==> src/vfld_pkg.sv <==
// ----------------------------------------------------------------------------
// Video frame layout detector package
// Shared constants and beat types for the layout detector.
// ----------------------------------------------------------------------------
`default_nettype none

package vfld_pkg;

  localparam int LINE_BITS        = 10;
  localparam int WAIT_BITS        = 7;
  localparam int FRAME_BITS       = 16;
  localparam int GARBAGE_BITS     = 8;
  localparam int VOTE_BITS_DEF    = 16;
  localparam int IN_TDATA_BITS    = 8;
  localparam int IN_TUSER_BITS    = 1;
  localparam int OUT_TDATA_BITS   = 16;

  localparam logic [LINE_BITS-1:0]    LINES_NTSC    = 10'd262;
  localparam logic [LINE_BITS-1:0]    LINES_PAL     = 10'd312;
  localparam logic [LINE_BITS-1:0]    VSYNC_LINES   = 10'd3;
  localparam logic [LINE_BITS-1:0]    DETECT_TOL    = 10'd20;
  localparam logic [LINE_BITS-1:0]    LINE_MAX      = 10'd1023;
  localparam logic [WAIT_BITS-1:0]    VSYNC_TIMEOUT = 7'd100;
  localparam logic [FRAME_BITS-1:0]   FRAMES_MAX    = 16'hFFFF;
  localparam logic [GARBAGE_BITS-1:0] GARBAGE_RESET = 8'd10;

  localparam logic ACT_TICK  = 1'b0;
  localparam logic ACT_VSYNC = 1'b1;

  typedef struct packed {
    logic action;
    logic vsync_level;
  } item_t;

  // frame_done sits in the lowest bit.
  typedef struct packed {
    logic                 majority_pal;
    logic                 frame_is_pal;
    logic                 frame_counted;
    logic [LINE_BITS-1:0] frame_lines;
    logic                 frame_done;
  } result_t;

  localparam int RESULT_BITS = $bits(result_t);

endpackage

`default_nettype wire

==> src/vfld_in_stage.sv <==
// ----------------------------------------------------------------------------
// Layout detector input stage
// Registers one input beat and releases it when the update stage advances.
// ----------------------------------------------------------------------------
`default_nettype none

module vfld_in_stage (
  input  wire logic          clk,
  input  wire logic          rst,
  input  wire logic          in_valid,
  output logic               in_ready,
  input  wire vfld_pkg::item_t in_item,
  input  wire logic          advance,
  output logic               held_valid,
  output vfld_pkg::item_t    held_item
);

  assign in_ready = !held_valid || advance;

  always_ff @(posedge clk) begin
    if (rst) begin
      held_valid <= 1'b0;
    end else if (in_ready) begin
      held_valid <= in_valid;
    end
    if (in_valid && in_ready) begin
      held_item <= in_item;
    end
  end

endmodule

`default_nettype wire

==> src/vfld_classify.sv <==
// ----------------------------------------------------------------------------
// Layout detector frame classifier
// Decides from a frame's line count whether the frame looks like PAL.
// ----------------------------------------------------------------------------
`default_nettype none

module vfld_classify (
  input  wire logic [vfld_pkg::LINE_BITS-1:0] lines,
  output logic                                is_pal
);

  logic [vfld_pkg::LINE_BITS-1:0] dn;
  logic [vfld_pkg::LINE_BITS-1:0] dp;
  logic [vfld_pkg::LINE_BITS-1:0] mn;
  logic                           nearer_pal;
  logic                           odd_between;

  always_comb begin
    dn = (lines >= vfld_pkg::LINES_NTSC) ? lines - vfld_pkg::LINES_NTSC
                                         : vfld_pkg::LINES_NTSC - lines;
    dp = (lines >= vfld_pkg::LINES_PAL) ? lines - vfld_pkg::LINES_PAL
                                        : vfld_pkg::LINES_PAL - lines;
    mn = (dn < dp) ? dn : dp;
    nearer_pal  = dp < dn;
    odd_between = (lines < vfld_pkg::LINES_PAL) && (lines > vfld_pkg::LINES_NTSC) && lines[0];
    if (mn <= vfld_pkg::DETECT_TOL) begin
      is_pal = nearer_pal;
    end else if (odd_between) begin
      is_pal = 1'b0;
    end else begin
      is_pal = nearer_pal;
    end
  end

endmodule

`default_nettype wire

==> src/vfld_update.sv <==
// ----------------------------------------------------------------------------
// Layout detector state update
// Vsync wait machine, frame bookkeeping, voting and the result register.
// ----------------------------------------------------------------------------
`default_nettype none

module vfld_update #(
  parameter int VOTE_COUNT_BITS = vfld_pkg::VOTE_BITS_DEF
) (
  input  wire logic            clk,
  input  wire logic            rst,
  input  wire logic            cfg_valid,
  input  wire logic [vfld_pkg::GARBAGE_BITS-1:0] cfg_data,
  input  wire logic            held_valid,
  input  wire vfld_pkg::item_t held_item,
  output logic                 advance,
  output logic                 out_valid,
  input  wire logic            out_ready,
  output vfld_pkg::result_t    out_result
);

  typedef enum logic {
    WAIT_START,
    WAIT_END
  } phase_t;

  phase_t                              phase;
  phase_t                              phase_next;
  phase_t                              target;
  logic [vfld_pkg::WAIT_BITS-1:0]      wait_lines;
  logic [vfld_pkg::WAIT_BITS-1:0]      wait_lines_next;
  logic [vfld_pkg::WAIT_BITS-1:0]      wait_sum;
  logic [vfld_pkg::LINE_BITS-1:0]      line_count;
  logic [vfld_pkg::LINE_BITS-1:0]      line_count_next;
  logic [vfld_pkg::LINE_BITS-1:0]      line_inc;
  logic [vfld_pkg::LINE_BITS-1:0]      ideal_near;
  logic [vfld_pkg::FRAME_BITS-1:0]     frames_seen;
  logic [vfld_pkg::FRAME_BITS-1:0]     frames_seen_next;
  logic [VOTE_COUNT_BITS-1:0]          ntsc_votes;
  logic [VOTE_COUNT_BITS-1:0]          ntsc_votes_next;
  logic [VOTE_COUNT_BITS-1:0]          pal_votes;
  logic [VOTE_COUNT_BITS-1:0]          pal_votes_next;
  logic                                layout_pal;
  logic                                layout_pal_next;
  logic [vfld_pkg::GARBAGE_BITS-1:0]   garbage_frames;
  logic                                complete;
  logic                                counted;
  logic [vfld_pkg::LINE_BITS-1:0]      done_lines;
  logic                                done_pal;
  vfld_pkg::result_t                   result_next;

  assign advance = !out_valid || out_ready;

  vfld_classify u_classify (
    .lines  (done_lines),
    .is_pal (done_pal)
  );

  always_comb begin
    phase_next       = phase;
    wait_lines_next  = wait_lines;
    line_count_next  = line_count;
    complete         = 1'b0;
    target           = held_item.vsync_level ? WAIT_END : WAIT_START;
    wait_sum         = wait_lines;
    line_inc         = (line_count != vfld_pkg::LINE_MAX) ? line_count + 1'b1 : line_count;
    ideal_near       = layout_pal ? vfld_pkg::LINES_PAL - vfld_pkg::VSYNC_LINES
                                  : vfld_pkg::LINES_NTSC - vfld_pkg::VSYNC_LINES;

    if (held_item.action == vfld_pkg::ACT_VSYNC) begin
      if (target != phase) begin
        phase_next      = target;
        wait_lines_next = '0;
        complete        = (target == WAIT_START);
      end
    end else begin
      line_count_next = line_inc;
      case (phase)
        WAIT_START: begin
          if ((line_inc > ideal_near) || (frames_seen == '0)) begin
            wait_sum = wait_lines + 1'b1;
          end
          if (wait_sum > vfld_pkg::VSYNC_TIMEOUT) begin
            phase_next      = WAIT_END;
            wait_lines_next = '0;
          end else begin
            wait_lines_next = wait_sum;
          end
        end
        WAIT_END: begin
          wait_sum = wait_lines + 1'b1;
          if (wait_sum > vfld_pkg::VSYNC_TIMEOUT) begin
            phase_next      = WAIT_START;
            wait_lines_next = '0;
            complete        = 1'b1;
          end else begin
            wait_lines_next = wait_sum;
          end
        end
        default: begin
          phase_next = WAIT_START;
        end
      endcase
    end

    done_lines       = line_count_next;
    frames_seen_next = frames_seen;
    ntsc_votes_next  = ntsc_votes;
    pal_votes_next   = pal_votes;
    layout_pal_next  = layout_pal;
    counted          = 1'b0;

    if (complete) begin
      line_count_next = '0;
      if (frames_seen != vfld_pkg::FRAMES_MAX) begin
        frames_seen_next = frames_seen + 1'b1;
      end
      counted = frames_seen_next >
                {{(vfld_pkg::FRAME_BITS-vfld_pkg::GARBAGE_BITS){1'b0}}, garbage_frames};
      if (counted) begin
        layout_pal_next = done_pal;
        if (done_pal) begin
          if (!(&pal_votes)) begin
            pal_votes_next = pal_votes + 1'b1;
          end
        end else begin
          if (!(&ntsc_votes)) begin
            ntsc_votes_next = ntsc_votes + 1'b1;
          end
        end
      end
    end

    result_next.frame_done    = complete;
    result_next.frame_lines   = complete ? done_lines : '0;
    result_next.frame_counted = counted;
    result_next.frame_is_pal  = layout_pal_next;
    result_next.majority_pal  = pal_votes_next > ntsc_votes_next;
  end

  always_ff @(posedge clk) begin
    if (rst) begin
      phase          <= WAIT_START;
      wait_lines     <= '0;
      line_count     <= '0;
      frames_seen    <= '0;
      ntsc_votes     <= '0;
      pal_votes      <= '0;
      layout_pal     <= 1'b0;
      garbage_frames <= vfld_pkg::GARBAGE_RESET;
      out_valid      <= 1'b0;
    end else begin
      if (cfg_valid) begin
        garbage_frames <= cfg_data;
      end
      if (advance) begin
        out_valid <= held_valid;
      end
      if (held_valid && advance) begin
        phase       <= phase_next;
        wait_lines  <= wait_lines_next;
        line_count  <= line_count_next;
        frames_seen <= frames_seen_next;
        ntsc_votes  <= ntsc_votes_next;
        pal_votes   <= pal_votes_next;
        layout_pal  <= layout_pal_next;
      end
    end
    if (held_valid && advance) begin
      out_result <= result_next;
    end
  end

endmodule

`default_nettype wire

==> src/video_frame_layout_detector_core.sv <==
// ----------------------------------------------------------------------------
// Video frame layout detector core
// Classifies frames as NTSC or PAL from scanline ticks and vsync writes.
// ----------------------------------------------------------------------------
// Each slave beat is either a scanline tick or a vsync level write, chosen by
// s_axis_tuser. Every beat produces exactly one master beat, carrying whether
// a frame ended, its line count, whether it voted and the current layout.
// The garbage frame count is written through the cfg channel, which is always
// ready; it should only be written while no beats are in flight.
// A beat passes an input register and then the update logic into the result
// register. One beat is accepted in every cycle while the master side takes
// results. When the receiver stalls, the result register holds and the input
// register takes one further beat; s_axis_tready then falls until the stall
// clears. Reset clears all counters, selects NTSC, sets the garbage frame
// count to ten and empties both registers.
// ----------------------------------------------------------------------------
`default_nettype none

module video_frame_layout_detector_core #(
  parameter int VOTE_COUNT_BITS = vfld_pkg::VOTE_BITS_DEF
) (
  input  wire logic       clk,
  input  wire logic       rst,
  input  wire logic       s_axis_tvalid,
  output logic            s_axis_tready,
  // [0] vsync_level, [7:1] zero
  input  wire logic [vfld_pkg::IN_TDATA_BITS-1:0] s_axis_tdata,
  // [0] action
  input  wire logic [vfld_pkg::IN_TUSER_BITS-1:0] s_axis_tuser,
  output logic            m_axis_tvalid,
  input  wire logic       m_axis_tready,
  // [0] frame_done, [10:1] frame_lines, [11] frame_counted,
  // [12] frame_is_pal, [13] majority_pal, [15:14] zero
  output logic [vfld_pkg::OUT_TDATA_BITS-1:0] m_axis_tdata,
  input  wire logic       cfg_valid,
  output logic            cfg_ready,
  input  wire logic [vfld_pkg::GARBAGE_BITS-1:0] cfg_data
);

  vfld_pkg::item_t   in_item;
  vfld_pkg::item_t   held_item;
  vfld_pkg::result_t out_result;
  logic              held_valid;
  logic              advance;

  assign in_item.action      = s_axis_tuser[0];
  assign in_item.vsync_level = s_axis_tdata[0];
  assign cfg_ready           = 1'b1;
  assign m_axis_tdata        = {{(vfld_pkg::OUT_TDATA_BITS-vfld_pkg::RESULT_BITS){1'b0}},
                                out_result};

  vfld_in_stage u_in_stage (
    .clk        (clk),
    .rst        (rst),
    .in_valid   (s_axis_tvalid),
    .in_ready   (s_axis_tready),
    .in_item    (in_item),
    .advance    (advance),
    .held_valid (held_valid),
    .held_item  (held_item)
  );

  vfld_update #(
    .VOTE_COUNT_BITS (VOTE_COUNT_BITS)
  ) u_update (
    .clk        (clk),
    .rst        (rst),
    .cfg_valid  (cfg_valid),
    .cfg_data   (cfg_data),
    .held_valid (held_valid),
    .held_item  (held_item),
    .advance    (advance),
    .out_valid  (m_axis_tvalid),
    .out_ready  (m_axis_tready),
    .out_result (out_result)
  );

endmodule

`default_nettype wire

==> config.mk <==
export PLATFORM = sky130hd
export DESIGN_NAME = video_frame_layout_detector_core
export DESIGN_NICKNAME = d
export VERILOG_FILES = /design/src/vfld_pkg.sv /design/src/vfld_in_stage.sv /design/src/vfld_classify.sv /design/src/vfld_update.sv /design/src/video_frame_layout_detector_core.sv
export SDC_FILE = /design/constraint.sdc
export NUM_CORES = 1
export LEC_CHECK = 0
export ABC_CLOCK_PERIOD_IN_PS = 9050
export BUFFER_PORTS_ARGS = -buffer_cell sky130_fd_sc_hd__buf_2
export CAP_MARGIN = 10
export CORE_ASPECT_RATIO = 1.25
export CORE_UTILIZATION = 60
export CTS_CLUSTER_DIAMETER = 150
export DETAILED_ROUTE_END_ITERATION = 7
export PLACE_DENSITY = 0.9
export SLEW_MARGIN = 30
export SYNTH_ARGS = -nofsm -noshare
export SYNTH_HDL_FRONTEND = slang
export SYNTH_SLANG_ARGS = --single-unit
==> constraint.sdc <==
create_clock -name clk -period 9.05 [get_ports clk]
set_input_delay 0.905 -clock clk [delete_from_list [all_inputs] [get_ports clk]]
set_output_delay 0.905 -clock clk [all_outputs]
set_load 0.1 [all_outputs]
; After elaboration in Yosys (flattened, before gate mapping)
; Index checks and enable logic that the tools add are counted.
[classes]
n_lt_le_gt_ge = 12
n_eq_ne = 4
n_mux = 39
n_reduce_logical = 14
n_bitwise = 2
addsub = 9
[ops]
columns = operator, n
row1 = $mux 16, 10
row2 = $mux 10, 6
row3 = $mux 7, 7
row4 = $add 16x1->16 const B, 3
row5 = $reduce_and 16->1, 2
row6 = $ge 10x9->1 const B, 2
row7 = $lt 10x10->1, 2
row8 = $sub 10x9->10 const B, 2
row9 = $sub 9x10->10 const A, 2
row10 = $gt 16x16->1, 1
row11 = $gt 16x8->1, 1
row12 = $logic_not 16->1, 1
row13 = $ne 16x16->1 const B, 1
row14 = $gt 7x7->1 const B, 2
row15 = $pmux 7 s2, 1
row16 = $mux 1, 13
row17 = $add 10x1->10 const B, 1
row18 = $gt 10x10->1, 1
row19 = $gt 10x9->1 const B, 1
row20 = $le 10x5->1 const B, 1
row21 = $lt 10x9->1 const B, 1
row22 = $ne 10x10->1 const B, 1
row23 = $add 7x1->7 const B, 1
row24 = $mux 6, 1
row25 = other kinds (8), 16
[totals]
ff_bits = 93
out_inout_bits = 19

; Depth between registers and ports, before layout
[depth]
ltp_word = 13
depth_mapped = 36
mapped_depth_nobuf = 32

; Modules after synthesis
; From an unflattened synthesis, not the netlist that was laid out.
[unflattened]
cells_unflattened = 927
area_unflattened_um2 = 7357.1
[by_module_without_submodules]
columns = mod, area_each_um2, n_inst, cells_per_inst
row1 = vfld_update, 6179.7, 1, 773
row2 = vfld_classify, 1032.2, 1, 142
row3 = vfld_in_stage, 115.1, 1, 7
row4 = video_frame_layout_detector_core, 30.0, 1, 5

; Worst setup path before layout
; Ideal clock, no wire load.
[synth_timing]
kind = flip-flop to flip-flop
start = reg u_update.line_count[5] in the netlist's numbering
end = reg u_update.out_result[13] (netlist name)
stages_incl_launch_ff = 36
n_path_buf = 5
t_required_ns = 8.785
arrival_time_ns = 6.907
path_slack_ns = 1.878
cell_sequence = dfxtp_1 buf_6 and4_4 buf_6 buf_6 a31oi_1 mux2_2 a2111oi_2 nand2_1 a21o_1 a21oi_1 buf_1 mux2i_1 ha_1 nor2b_1 o21a_1 o21a_1 o21a_1 o2111ai_1 a21oi_1 or4b_1 o21a_1 buf_2 nor3_1 mux2_2 ha_1 nand3_1 o22ai_1 o21ai_0 nand2b_1 a21oi_1 nor2b_1 o21ai_0 nand2b_1 a221oi_1 a31oi_1
[synth_rtl]
columns = item, line_no
row1 = start: declaration, vfld_update.sv:33  ; logic [vfld_pkg::LINE_BITS-1:0] line_count;
row2 = start signal: assignment, vfld_update.sv:162  ; line_count <= line_count_next;

==> flow_summary.yaml <==
cts:
  cts.path.max_buffers: 2
  clkSlewWorstSetupHoldPaths_ns: 0.08
  post_cts_resize_count: 0
  post-cts-setup-buffers: 0
  tritoncts.num_buffers: 9
  clk-insertion-delay-late_ns: 0.36
  cts_tree: "done"
  cts.sinks: 93
  hold_buffers: 0
  cts_root_buf: "clkbuf_16"
  cts-htree-levels: 3
min_path:
  hold_path_class: "reg2reg"
  holdPathStages: 2
  hold_start: "u_update.garbage_frames[1]$_SDFFE_PP1P_"
  min_to: "u_update.garbage_frames[1]$_SDFFE_PP1P_"
power_and_ir_drop:
  p_clk_share_pct: 42.1
  share_seq_of_total_power_pct: 48.1
  max-vdd-ir-drop_mv: 0.0847
  fraction_of_power_spent_switching_nets_pct: 28.4
  p_sw_uw: 255
  power_leakage_nw: 3.10
  pwr_density_cell_mw_per_mm2: 111
  comb_power_share_pct: 9.8
  cellInternalPower_uw: 644
routing:
  drt_total_wl_mm: 18.1
  detail_route.first_pass.iterations: 6
  average_routed_wire_per_standard_cell_um: 15.9
  route.detailed.vias_per_inst: 6.46
  drt_first_iter_violations: 661
  antenna_violating_nets_post_route: 0
  num_vias: 7340
  remaining_drc_errors: 0
timing:
  worst-slew-pin-transition_ns: 0.819
  setup_violators_final: 0
  finClkSkew_ns: 0.0142
  hold_viol: 0
  slew_margin_rel_pct: 44.7
  rsz_0062_raised_after_global_routing: "no"
  max_freq_ghz: 0.124
  post-route-min-period_ns: 8.08
  fin_tns_setup_ns: 0
  timing_max_transition_violations_final: 0
  fin_crit_sh_pct: 89.3
synth:
  netlist_area_mm2: 0.00765
  ys_seq_area_share_pct: 26.4
  synth_enable_flop_cells: 16
  synthCells: 975
  ys.warnings.count: 0
  synthesis.area_per_instance_um2: 7.85
  synth-seq-cells: 93
  ys_types: 84
  async_flop_share_pct: 0
  synthFlopType: "dfxtp_1"
die:
  top_level_ports: 41
  start_util_pct: 62.3
  design.die.area_mm2: 0.0132
  rows: 45
  die_x_um: 103
  fp.coreArea_mm2: 0.0123
  die-height_um: 128
critical_path:
  worst-endpoint-arrival_ns: 8.18
  worst_r2r_startpoint: "u_update.line_count[0]$_SDFFE_PP0P_"
  reg2regPathDepth: 35
  crit_type: "reg2reg"
  reg2reg_end: "u_update.out_result[13]$_DFFE_PP_"
  cp_max_fo: 32
  cp_slowest_cell: "or4b_1"
  r2r_setup_slack_ns: 0.97
  critPathRequiredTime_ns: 9.15
  category_of_the_worst_setup_path_launch_point: "flip-flop"
  crit_path_max_incr_delay_ns: 0.59
  crit_path_end_kind: "flip-flop"
placed_design:
  globalplace.congestion: 0.916
  post-dp-hpwl_mm: 12.6
  placement.cell_area_mm2: 0.00779
  portBuffers: 30
grt:
  global_route.usage.total_pct: 28.7
  initial_antenna_violation_count: 0
  grt_max_degree: 71
  first_pass_grt_wire_length_mm: 30.5
  global_route.overflow_total: 0
  grt_pass1_vias: 6712
job:
  max-cap-violations: 0
final_layout:
  antenna_cells: 0
  commonest_non_fill_non_tap_cells_in_the_layout: "102 x nor2_1, 84 x nand2_1, 77 x dfxtp_1, 57 x nand3_1, 56 x a21oi_1"
  area_growth_pct: 5.59
  final_layout_size_suffix_gt1_share_pct: 11.0
  mostFrequentLayoutCell: "nor2_1"
  final_nets: 1038
  fill_cells: 1002
  post-route-cell-area_mm2: 0.00808
outcome:
  run_status: "complete, no violations"
==> layout make-up <==
class	instances	area [um^2]	share of cell area, %
Clock inverter	7	61.3	0.759
Inverter	38	143	1.77
Tap cell	164	205	2.54
Timing Repair Buffer	43	245	3.03
Clock buffer	9	225	2.79
Sequential cell	93	2020	25.0
Multi-Input combinational cell	782	5180	64.1
==> sequential cells by signal (all words and copies together), names as in the netlist <==
signal                   count
u_update.layout_pal          1
u_update.pal_votes          16
u_update.out_valid           1
u_update.frames_seen        16
u_update.wait_lines          7
u_update.phase               1
u_in_stage.held_valid        1
u_update.ntsc_votes         16
u_update.out_result         14
u_in_stage.held_item         2
u_update.line_count         10
u_update.garbage_frames      8
==> worst max path at each step <==
stage,start,endpoint,slack [ns],cells past startpoint
finish,u_update.line_count[0]$_SDFFE_PP0P_,u_update.out_result[13]$_DFFE_PP_,0.97,35
global route,u_update.line_count[0]$_SDFFE_PP0P_,u_update.out_result[13]$_DFFE_PP_,0.40,35
CTS,u_update.line_count[0]$_SDFFE_PP0P_,u_update.out_result[13]$_DFFE_PP_,1.08,35
detailed placement,u_update.line_count[0]$_SDFFE_PP0P_,u_update.out_result[13]$_DFFE_PP_,1.27,35
global placement,u_update.line_count[0]$_SDFFE_PP0P_,u_update.out_result[13]$_DFFE_PP_,1.30,35
floorplan,u_update.line_count[5]$_SDFFE_PP0P_,u_update.out_result[13]$_DFFE_PP_,1.88,35
==> critical path, delay by kind of cell (launching register included) <==
family | cells | cell delay, ns
compound gates | 15 | 2.89
fa+ha+maj | 3 | 0.83
buf+inv | 4 | 0.72
mux | 3 | 0.83
xor+xnor | 1 | 0.15
flops | 1 | 0.56
simple gates | 9 | 1.78
==> metal layers <==
layer | wire length (um) | track usage (%) | vias up
li1 | - | - | 3573
met5 | 0 | 0 | -
met4 | 587 | 12.9 | 0
met1 | 7450 | 34.7 | 3434
met2 | 8940 | 48.9 | 274
met3 | 1090 | 5.29 | 59
==> cell families after synthesis <==
kind of cell / count (synthesis) / share of synthesized area, %
XOR/XNOR: 61 / 6.98
adder cells (fa/ha/maj): 49 / 8.01
other: 2 / 0.0981
AND/OR/NAND/NOR: 420 / 28.2
multiplexers: 36 / 4.95
AO/OA/AOI/OAI: 213 / 19.4
flip-flops: 93 / 26.4
buffers and inverters: 101 / 5.97
==> cells in the mapped netlist, drive strengths merged, types with 15 or more instances <==
cell type | instances | share of area, %
nor3 | 30 | 2.0
nand2 | 84 | 4.1
xor2 | 23 | 2.6
o21ai | 34 | 2.3
inv | 36 | 1.8
nand3 | 58 | 3.9
xnor2 | 38 | 4.3
edfxtp | 16 | 6.3
a21oi | 58 | 3.9
mux2 | 15 | 2.2
clkbuf | 34 | 1.7
buf | 29 | 2.4
a31oi | 21 | 1.9
nor2 | 102 | 5.0
dfxtp | 77 | 20
ha | 49 | 8.0
nand4 | 30 | 2.6
mux2i | 21 | 2.7
and3 | 21 | 1.7
nor2b | 18 | 1.5
==> power groups by stage <==
stage	sequential [mW]	clock [mW]	combinational, mW
3_3_place_gp	0.442	0	0.0847
4_1_cts	0.433	0.382	0.0875
5_1_grt	0.434	0.397	0.0954
2_1_floorplan	0.460	0	0.0502
3_5_place_dp	0.442	0	0.0867
6_report	0.433	0.379	0.0878
==> metrics by stage <==
| stage | power, mW | setup WS [ns] | utilization [%] | instances | hold WS, ns |
|---|---|---|---|---|---|
| floorplan | 0.511 | 1.88 | - | 976 | 0.460 |
| global placement | 0.526 | 1.30 | 63.5 | 1119 | 0.475 |
| detailed placement | 0.529 | 1.27 | 63.5 | 1119 | 0.490 |
| CTS | 0.902 | 1.08 | 65.8 | 1135 | 0.501 |
| global route | 0.926 | 0.398 | 65.8 | 1136 | 0.532 |
| finish | 0.899 | 0.972 | 65.8 | 1136 | 0.503 |
Note: power is estimated with default switching activity, not from simulation.
